$ cat config.mk
export PLATFORM = sky130hd
export DESIGN_NAME = i2c_bitbang_master
export DESIGN_NICKNAME = d
export VERILOG_FILES = /design/src/rtl/i2cbb_pkg.sv /design/src/rtl/i2cbb_engine.sv /design/src/rtl/i2cbb_skid.sv /design/src/rtl/i2c_bitbang_master.sv
export SDC_FILE = /design/constraint.sdc
export NUM_CORES = 1
export LEC_CHECK = 0
export BUFFER_PORTS_ARGS = -buffer_cell sky130_fd_sc_hd__buf_4
export CAP_MARGIN = 20
export CORE_MARGIN = 5
export CORE_UTILIZATION = 55
export DETAILED_ROUTE_END_ITERATION = 8
export PLACE_DENSITY = 0.79
export SYNTH_ARGS = -nofsm -noshare
export SYNTH_HDL_FRONTEND = slang
export SYNTH_HIERARCHICAL = 1
export SYNTH_SLANG_ARGS = --single-unit
$ cat constraint.sdc
create_clock -name clk -period 7.33 [get_ports clk]
set_input_delay 1.8325 -clock clk [delete_from_list [all_inputs] [get_ports clk]]
set_output_delay 1.8325 -clock clk [all_outputs]
set_load 0.02 [all_outputs]
$ cat src/rtl/i2cbb_pkg.sv
// ---------------------------------------------------------------------------
// i2cbb_pkg
// shared opcodes, slot counts and the result record of the i2c bit engine
// ---------------------------------------------------------------------------
package i2cbb_pkg;

  localparam logic [2:0] OP_START  = 3'd0;
  localparam logic [2:0] OP_STOP   = 3'd1;
  localparam logic [2:0] OP_WRITE  = 3'd2;
  localparam logic [2:0] OP_READ   = 3'd3;
  localparam logic [2:0] OP_ACK    = 3'd4;
  localparam logic [2:0] OP_NACK   = 3'd5;
  localparam logic [2:0] OP_SAMPLE = 3'd6;

  localparam logic [2:0] SLOTS_START_STOP = 3'd6;
  localparam logic [2:0] SLOTS_ACK        = 3'd5;
  localparam logic [2:0] SLOTS_BIT        = 3'd4;

  localparam logic [3:0] BITS_PER_BYTE = 4'd8;
  localparam logic [7:0] MSB_MASK      = 8'h80;

  localparam logic [15:0] HALF_DELAY_RESET = 16'd50;
  localparam int          CFG_DATA_W       = 32;

  typedef struct packed {
    logic       scl_level;
    logic       sda_pull_low;
    logic       busy;
    logic       done;
    logic [7:0] read_byte;
    logic       ack_seen;
  } result_t;

  function automatic logic [2:0] slot_count(input logic [2:0] op);
    logic [2:0] n;
    begin
      n = SLOTS_BIT;
      if (op == OP_START || op == OP_STOP) n = SLOTS_START_STOP;
      else if (op == OP_ACK) n = SLOTS_ACK;
      return n;
    end
  endfunction

endpackage

$ cat src/rtl/i2cbb_engine.sv
// ---------------------------------------------------------------------------
// i2cbb_engine
// bus engine state and its one-tick update; advances once per transaction
// ---------------------------------------------------------------------------
module i2cbb_engine (
  input  logic                clk,
  input  logic                rst,
  input  logic                step,
  input  logic                cmd_valid,
  input  logic [2:0]          opcode,
  input  logic [7:0]          write_byte,
  input  logic                sda_in,
  input  logic [15:0]         half_delay_ticks,
  output i2cbb_pkg::result_t  res_next
);

  logic [2:0]  current_op, current_op_next;
  logic [2:0]  phase, phase_next;
  logic [15:0] tick_count, tick_count_next;
  logic [3:0]  bit_index, bit_index_next;
  logic [7:0]  shift_reg, shift_reg_next;
  logic        scl_reg, scl_reg_next;
  logic        sda_reg, sda_reg_next;
  logic        sda_mode, sda_mode_next;
  logic        busy, busy_next;
  logic [7:0]  read_hold, read_hold_next;
  logic        ack_hold, ack_hold_next;
  logic        done;
  logic [15:0] half;
  logic        slot_end;

  assign half = (half_delay_ticks == 16'd0) ? 16'd1 : half_delay_ticks;

  always_comb begin
    current_op_next = current_op;
    phase_next      = phase;
    tick_count_next = tick_count;
    bit_index_next  = bit_index;
    shift_reg_next  = shift_reg;
    scl_reg_next    = scl_reg;
    sda_reg_next    = sda_reg;
    sda_mode_next   = sda_mode;
    busy_next       = busy;
    read_hold_next  = read_hold;
    ack_hold_next   = ack_hold;
    done            = 1'b0;

    // opcode seven starts nothing
    if (!busy && cmd_valid && opcode != 3'd7) begin
      busy_next       = 1'b1;
      current_op_next = opcode;
      phase_next      = 3'd0;
      tick_count_next = 16'd0;
      bit_index_next  = 4'd0;
      shift_reg_next  = (opcode == i2cbb_pkg::OP_WRITE) ? write_byte : 8'd0;
    end

    // last tick of the slot, judged on the count this tick starts from
    slot_end = ({1'b0, tick_count_next} + 17'd1) >= {1'b0, half};

    if (busy_next) begin
      // line changes on the first tick of a slot
      if (tick_count_next == 16'd0) begin
        case (current_op_next)
          i2cbb_pkg::OP_START: begin
            if (phase_next == 3'd0) begin
              sda_mode_next = 1'b1;
              sda_reg_next  = 1'b1;
            end else if (phase_next == 3'd2) scl_reg_next = 1'b1;
            else if (phase_next == 3'd4) sda_reg_next = 1'b0;
            else if (phase_next == 3'd5) scl_reg_next = 1'b0;
          end
          i2cbb_pkg::OP_STOP: begin
            if (phase_next == 3'd0) begin
              sda_mode_next = 1'b1;
              sda_reg_next  = 1'b0;
            end else if (phase_next == 3'd2) scl_reg_next = 1'b1;
            else if (phase_next == 3'd4) sda_reg_next = 1'b1;
          end
          default: begin
            if (phase_next == 3'd0) begin
              if (current_op_next == i2cbb_pkg::OP_WRITE) begin
                sda_mode_next = 1'b1;
                sda_reg_next  = |(shift_reg_next & i2cbb_pkg::MSB_MASK);
              end else if (current_op_next == i2cbb_pkg::OP_ACK) begin
                sda_mode_next = 1'b1;
                sda_reg_next  = 1'b0;
              end else if (current_op_next == i2cbb_pkg::OP_NACK) begin
                sda_mode_next = 1'b1;
                sda_reg_next  = 1'b1;
              end else begin
                sda_mode_next = 1'b0;
                sda_reg_next  = 1'b1;
              end
            end else if (phase_next == 3'd1) scl_reg_next = 1'b1;
            else if (phase_next == 3'd3) scl_reg_next = 1'b0;
          end
        endcase
      end

      if (slot_end) begin
        // sda sampled on the last tick of slot 2 while scl is high
        if (phase_next == 3'd2) begin
          if (current_op_next == i2cbb_pkg::OP_READ)
            shift_reg_next = {shift_reg_next[6:0], sda_in};
          else if (current_op_next == i2cbb_pkg::OP_SAMPLE)
            ack_hold_next = ~sda_in;
        end
        tick_count_next = 16'd0;
        phase_next      = phase_next + 3'd1;
        if (phase_next >= i2cbb_pkg::slot_count(current_op_next)) begin
          phase_next     = 3'd0;
          bit_index_next = bit_index_next + 4'd1;
          if (current_op_next == i2cbb_pkg::OP_WRITE)
            shift_reg_next = {shift_reg_next[6:0], 1'b0};
          if ((current_op_next != i2cbb_pkg::OP_WRITE &&
               current_op_next != i2cbb_pkg::OP_READ) ||
              bit_index_next >= i2cbb_pkg::BITS_PER_BYTE) begin
            if (current_op_next == i2cbb_pkg::OP_READ) read_hold_next = shift_reg_next;
            busy_next      = 1'b0;
            done           = 1'b1;
            bit_index_next = 4'd0;
          end
        end
      end else begin
        tick_count_next = tick_count_next + 16'd1;
      end
    end
  end

  always_comb begin
    res_next.scl_level    = scl_reg_next;
    res_next.sda_pull_low = sda_mode_next & ~sda_reg_next;
    res_next.busy         = busy_next;
    res_next.done         = done;
    res_next.read_byte    = read_hold_next;
    res_next.ack_seen     = ack_hold_next;
  end

  always_ff @(posedge clk) begin
    if (rst) begin
      current_op <= 3'd0;
      phase      <= 3'd0;
      tick_count <= 16'd0;
      bit_index  <= 4'd0;
      shift_reg  <= 8'd0;
      scl_reg    <= 1'b1;
      sda_reg    <= 1'b1;
      sda_mode   <= 1'b1;
      busy       <= 1'b0;
      read_hold  <= 8'd0;
      ack_hold   <= 1'b0;
    end else if (step) begin
      current_op <= current_op_next;
      phase      <= phase_next;
      tick_count <= tick_count_next;
      bit_index  <= bit_index_next;
      shift_reg  <= shift_reg_next;
      scl_reg    <= scl_reg_next;
      sda_reg    <= sda_reg_next;
      sda_mode   <= sda_mode_next;
      busy       <= busy_next;
      read_hold  <= read_hold_next;
      ack_hold   <= ack_hold_next;
    end
  end

endmodule

$ cat src/rtl/i2cbb_skid.sv
// ---------------------------------------------------------------------------
// i2cbb_skid
// result register with one skid entry so input is not blocked by one stall
// ---------------------------------------------------------------------------
module i2cbb_skid (
  input  logic               clk,
  input  logic               rst,
  input  logic               push,
  input  i2cbb_pkg::result_t push_data,
  output logic               full,
  output logic               out_valid,
  input  logic               out_stall,
  output i2cbb_pkg::result_t out_data
);

  logic               skid_valid;
  i2cbb_pkg::result_t skid_data;
  logic               pop;

  assign pop  = out_valid & ~out_stall;
  assign full = skid_valid;

  always_ff @(posedge clk) begin
    if (rst) begin
      out_valid  <= 1'b0;
      skid_valid <= 1'b0;
    end else if (!out_valid || pop) begin
      if (skid_valid) begin
        out_valid  <= 1'b1;
        skid_valid <= 1'b0;
      end else begin
        out_valid <= push;
      end
    end else if (push) begin
      skid_valid <= 1'b1;
    end
  end

  always_ff @(posedge clk) begin
    if (!out_valid || pop) begin
      if (skid_valid) out_data <= skid_data;
      else if (push) out_data <= push_data;
    end else if (push) begin
      skid_data <= push_data;
    end
  end

endmodule

$ cat src/rtl/i2c_bitbang_master.sv
// ---------------------------------------------------------------------------
// i2c_bitbang_master
// i2c master bit engine, one bus tick per input transaction
// ---------------------------------------------------------------------------
//  channel | handshake                   | payload
//  --------+-----------------------------+----------------------------------------
//  in      | in_valid / in_stall         | cmd_valid opcode write_byte sda_in
//  out     | out_valid / out_stall       | scl_level sda_pull_low busy_res done_res
//          |                             | read_byte ack_seen
//  cfg     | psel penable pwrite pready  | paddr pwdata prdata (half_delay_ticks @0)
//
// every transaction is one tick: accepted in any cycle in which in_stall is low,
// its result registered; one result per transaction
// a skid entry behind the result register absorbs one result while out_stall
// holds the output; in_stall rises only when both entries hold results
// rst is synchronous and returns the lines to released, half delay to 50
// ---------------------------------------------------------------------------
module i2c_bitbang_master (
  input  logic        clk,
  input  logic        rst,
  input  logic        in_valid,
  output logic        in_stall,
  input  logic        cmd_valid,
  input  logic [2:0]  opcode,
  input  logic [7:0]  write_byte,
  input  logic        sda_in,
  output logic        out_valid,
  input  logic        out_stall,
  output logic        scl_level,
  output logic        sda_pull_low,
  output logic        busy_res,
  output logic        done_res,
  output logic [7:0]  read_byte,
  output logic        ack_seen,
  input  logic        psel,
  input  logic        penable,
  input  logic        pwrite,
  input  logic [2:0]  paddr,
  input  logic [31:0] pwdata,
  output logic [31:0] prdata,
  output logic        pready
);

  logic               accept;
  logic [15:0]        half_delay_ticks;
  i2cbb_pkg::result_t res_next;
  i2cbb_pkg::result_t res;
  logic               full;

  assign pready   = 1'b1;
  assign in_stall = full;
  assign accept   = in_valid & ~full;

  // register 0 sits at bytes 0..3; anything above is not decoded
  always_ff @(posedge clk) begin
    if (rst) begin
      half_delay_ticks <= i2cbb_pkg::HALF_DELAY_RESET;
    end else if (psel && penable && pwrite && pready && !paddr[2]) begin
      half_delay_ticks <= pwdata[15:0];
    end
  end

  assign prdata = paddr[2] ? '0 : {{(i2cbb_pkg::CFG_DATA_W-16){1'b0}}, half_delay_ticks};

  i2cbb_engine u_engine (
    .clk              (clk),
    .rst              (rst),
    .step             (accept),
    .cmd_valid        (cmd_valid),
    .opcode           (opcode),
    .write_byte       (write_byte),
    .sda_in           (sda_in),
    .half_delay_ticks (half_delay_ticks),
    .res_next         (res_next)
  );

  i2cbb_skid u_skid (
    .clk       (clk),
    .rst       (rst),
    .push      (accept),
    .push_data (res_next),
    .full      (full),
    .out_valid (out_valid),
    .out_stall (out_stall),
    .out_data  (res)
  );

  assign scl_level    = res.scl_level;
  assign sda_pull_low = res.sda_pull_low;
  assign busy_res     = res.busy;
  assign done_res     = res.done;
  assign read_byte    = res.read_byte;
  assign ack_seen     = res.ack_seen;

endmodule

==> flow_summary.ini <==
[timing]
max_freq_mhz = 163
tightest_slew_ns = 0.935
finalHoldViolations = 0
timing.setup.tns_ns = 0
rsz0062_at_grt = no
worst_slew_margin_rel = 0.376
setup_viol_count_final = 0
clk_skew_ns = 0.0172
finalCriticalPeriod_ns = 6.13
final-max-slew-violation-count = 0
fin_crit_sh = 0.836

[synthesis]
yosys-top-cells-count = dfxtp_1, nand2_1, nor2_1, a21oi_1, nand3_1
yosys.area.top_type = dfxtp_1
ys.warnings.count = 6
syn-mean-instance-area_um2 = 9.01
synth_enable_flop_cells = 26
synth_top_flop_cell = dfxtp_1
mappedNetlistArea_mm2 = 0.00573
synthesis.instances = 636
async_reset_ff_frac = 0
synthDistinctLibCells = 73
synth.ff_latch_count = 91
synth_sequential_area_ratio = 0.363
post-synth-top-count-cell = dfxtp_1
netlist_top_cells_area = dfxtp_1, edfxtp_1, ha_1
yosysTopAreaCellShare = 0.227

[clock_tree]
hold_buffer_count_at_cts = 0
clk-insertion-delay-late_ns = 0.37
cts_tree = done
clk_root_buffer_cell = clkbuf_8
clock_sink_count = 91
postCtsSetupBuffers = 0
cts_inserted_buffers = 9
clkTransAtPathRegs_ns = 0.10
clock_tree.htree_level_count = 3
cts_resized = 0
clock_tree.buffer_depth = 2

[detailed_routing]
average_via_count_per_standard_cell = 6.03
first_pass_iters = 5
drtIter0Drc = 462
drc_errors = 0
detail-route-antenna-nets = 0
drt-total-wl_mm = 14.2
route.vias.total = 4997
wire_per_inst_um = 17.1

[die]
die_w_um = 112
die_area_mm2 = 0.0126
initial_utilization = 0.560
design.portCount = 103
placeable_core_area_mm2 = 0.0102
placement_rows = 37
die_h_um = 112

[setup_path]
critPathMostFrequentCell = buf_4
worst-path-max-fanout = 12
critPathCaptureType = register
crit_type = in2reg
cp_data_required_time_ns = 7.46
cell_with_the_biggest_individual_delay_on_the_critical_path = a211oi_4
worstPathArrival_ns = 6.26
sequence_of_cells_on_the_critical_path = buf_4, nor2b_1, buf_4, nand2_1, nand2_1, inv_1, ha_1, nand4_1, a211oi_4, and3_1, xnor2_1, nor2_1, ha_1, a211oi_1, nor2_1, o311ai_1, nand3_1, o211ai_1, buf_4, nor2_2, mux2_2, mux2_2
critPathMaxStageDelay_ns = 0.38
critical_path.startpoint_type = input pin

[min_path]
hold_path_class = reg2reg

[power]
static-leakage-power_uw = 0.00251
vdd_ir_drop_max_v = 0.0000925
report.power.total_uw = 1050
power.density_mw_per_mm2 = 163

[outcome]
status = finished clean

[run]
maxCapViolCount = 0

[cells_and_area]
areaGrowthSynthToFinish_pct = 11.6
postLayoutCoreUtil = 0.625
drive_above_1_share = 0.196
post-route-cell-area_mm2 = 0.00639
n_antenna_cell = 0
top_regs = half_delay_ticks x16, u_engine/tick_count x16
num-nets-final = 769
fill_cells = 869

[place]
global_placement_routability_congestion = 0.933
port-buffer-count = 67
place_area_mm2 = 0.00620
dp_hpwl_mm = 10.2

[global_routing]
grt_start_max_net_pins = 76
vias_in_the_first_global_route = 4792
gr-total-overflow = 0
track_usage = 0.218
antenna_found_initial = 0
wire_length_of_the_first_global_routing_pass_mm = 23.0
[cells in the final DEF (no fill, tap or decap), types with 3 or more instances in the layout]
| cell | n |
|---|---|
| a211oi_1 | 5 |
| a21o_1 | 5 |
| a21oi_1 | 41 |
| a221oi_1 | 3 |
| a22oi_1 | 8 |
| a31oi_1 | 3 |
| and2_1 | 6 |
| and2b_2 | 6 |
| and3_1 | 3 |
| buf_4 | 75 |
| clkbuf_8 | 9 |
| conb_1 | 17 |
| dfxtp_1 | 65 |
| edfxtp_1 | 26 |
| ha_1 | 26 |
| inv_1 | 30 |
| mux2_2 | 23 |
| mux2i_1 | 30 |
| nand2_1 | 50 |
| nand2b_1 | 30 |
| nand3_1 | 34 |
| nand4_1 | 10 |
| nor2_1 | 49 |
| nor2b_1 | 14 |
| nor3_1 | 9 |
| nor4_1 | 8 |
| nor4b_1 | 3 |
| o21ai_0 | 22 |
| o221ai_1 | 4 |
| o22ai_1 | 4 |
| xnor2_1 | 8 |
| xor2_1 | 7 |
[kinds of logic after synthesis]
family	Yosys count	synth area share
simple gates	238	0.221
compound gates	132	0.162
flops	91	0.363
buf+inv	79	0.0758
mux	53	0.0976
fa+ha+maj	26	0.0568
xor+xnor	15	0.0229
other cells	2	0.00131
[final cells by class]
class                      count  area (µm²)  share of cell area
timing repair buffer          75         563              0.0880
multi-input combinational    481        3270               0.511
clock inverter                 7        73.8              0.0115
tap                          136         170              0.0266
inverter                      30         113              0.0176
sequential                    91        2080               0.326
clock buffer                   9         124              0.0194
[path summary, 6_finish.rpt]
path / from / endpoint / slack, ns / cells past startpoint
worst min register to register: u_engine/bit_index[3] / u_engine/bit_index[3] / 0.46 / 2
worst min-delay path: u_engine/bit_index[3] / u_engine/bit_index[3] / 0.46 / 2
worst max-delay path: cmd_valid / u_skid/out_data[3] / 1.20 / 22
worst max register to register: u_engine/busy / u_skid/out_data[3] / 2.24 / 21
[critical path: cells and delay by family]
kind / cells / cell delay (ns)
AO/OA/AOI/OAI: 4 / 1.20
adder cells (fa/ha/maj): 2 / 0.59
multiplexers: 2 / 0.60
XOR/XNOR: 1 / 0.12
buffers and inverters: 4 / 0.62
AND/OR/NAND/NOR: 9 / 1.28
[metrics by stage]
stage,hold slack (ns),setup slack [ns],std cells
detailed placement,0.443,0.878,813
floorplan,0.424,1.17,651
global placement,0.433,1.04,812
CTS,0.456,1.26,829
finish,0.463,1.20,829
global route,0.487,1.00,829
[power breakdown]
group	switching (µW)	internal, µW	total, µW	leakage, µW
clock	208	136	344	0.000101
sequential	9.90	532	541	0.000774
combinational	100	59.8	160	0.00164
total	318	728	1050	0.00251
[layer usage]
layer / part of all wire / vias to the layer above / track usage / routed length [µm]
met5: 0 / - / 0 / 0
met4: 0.024 / 0 / 0.0641 / 333
met3: 0.064 / 33 / 0.0431 / 913
met2: 0.50 / 210 / 0.385 / 7140
met1: 0.41 / 2395 / 0.271 / 5780
li1: - / 2359 / - / -
Power figures use the tool's default switching activity.
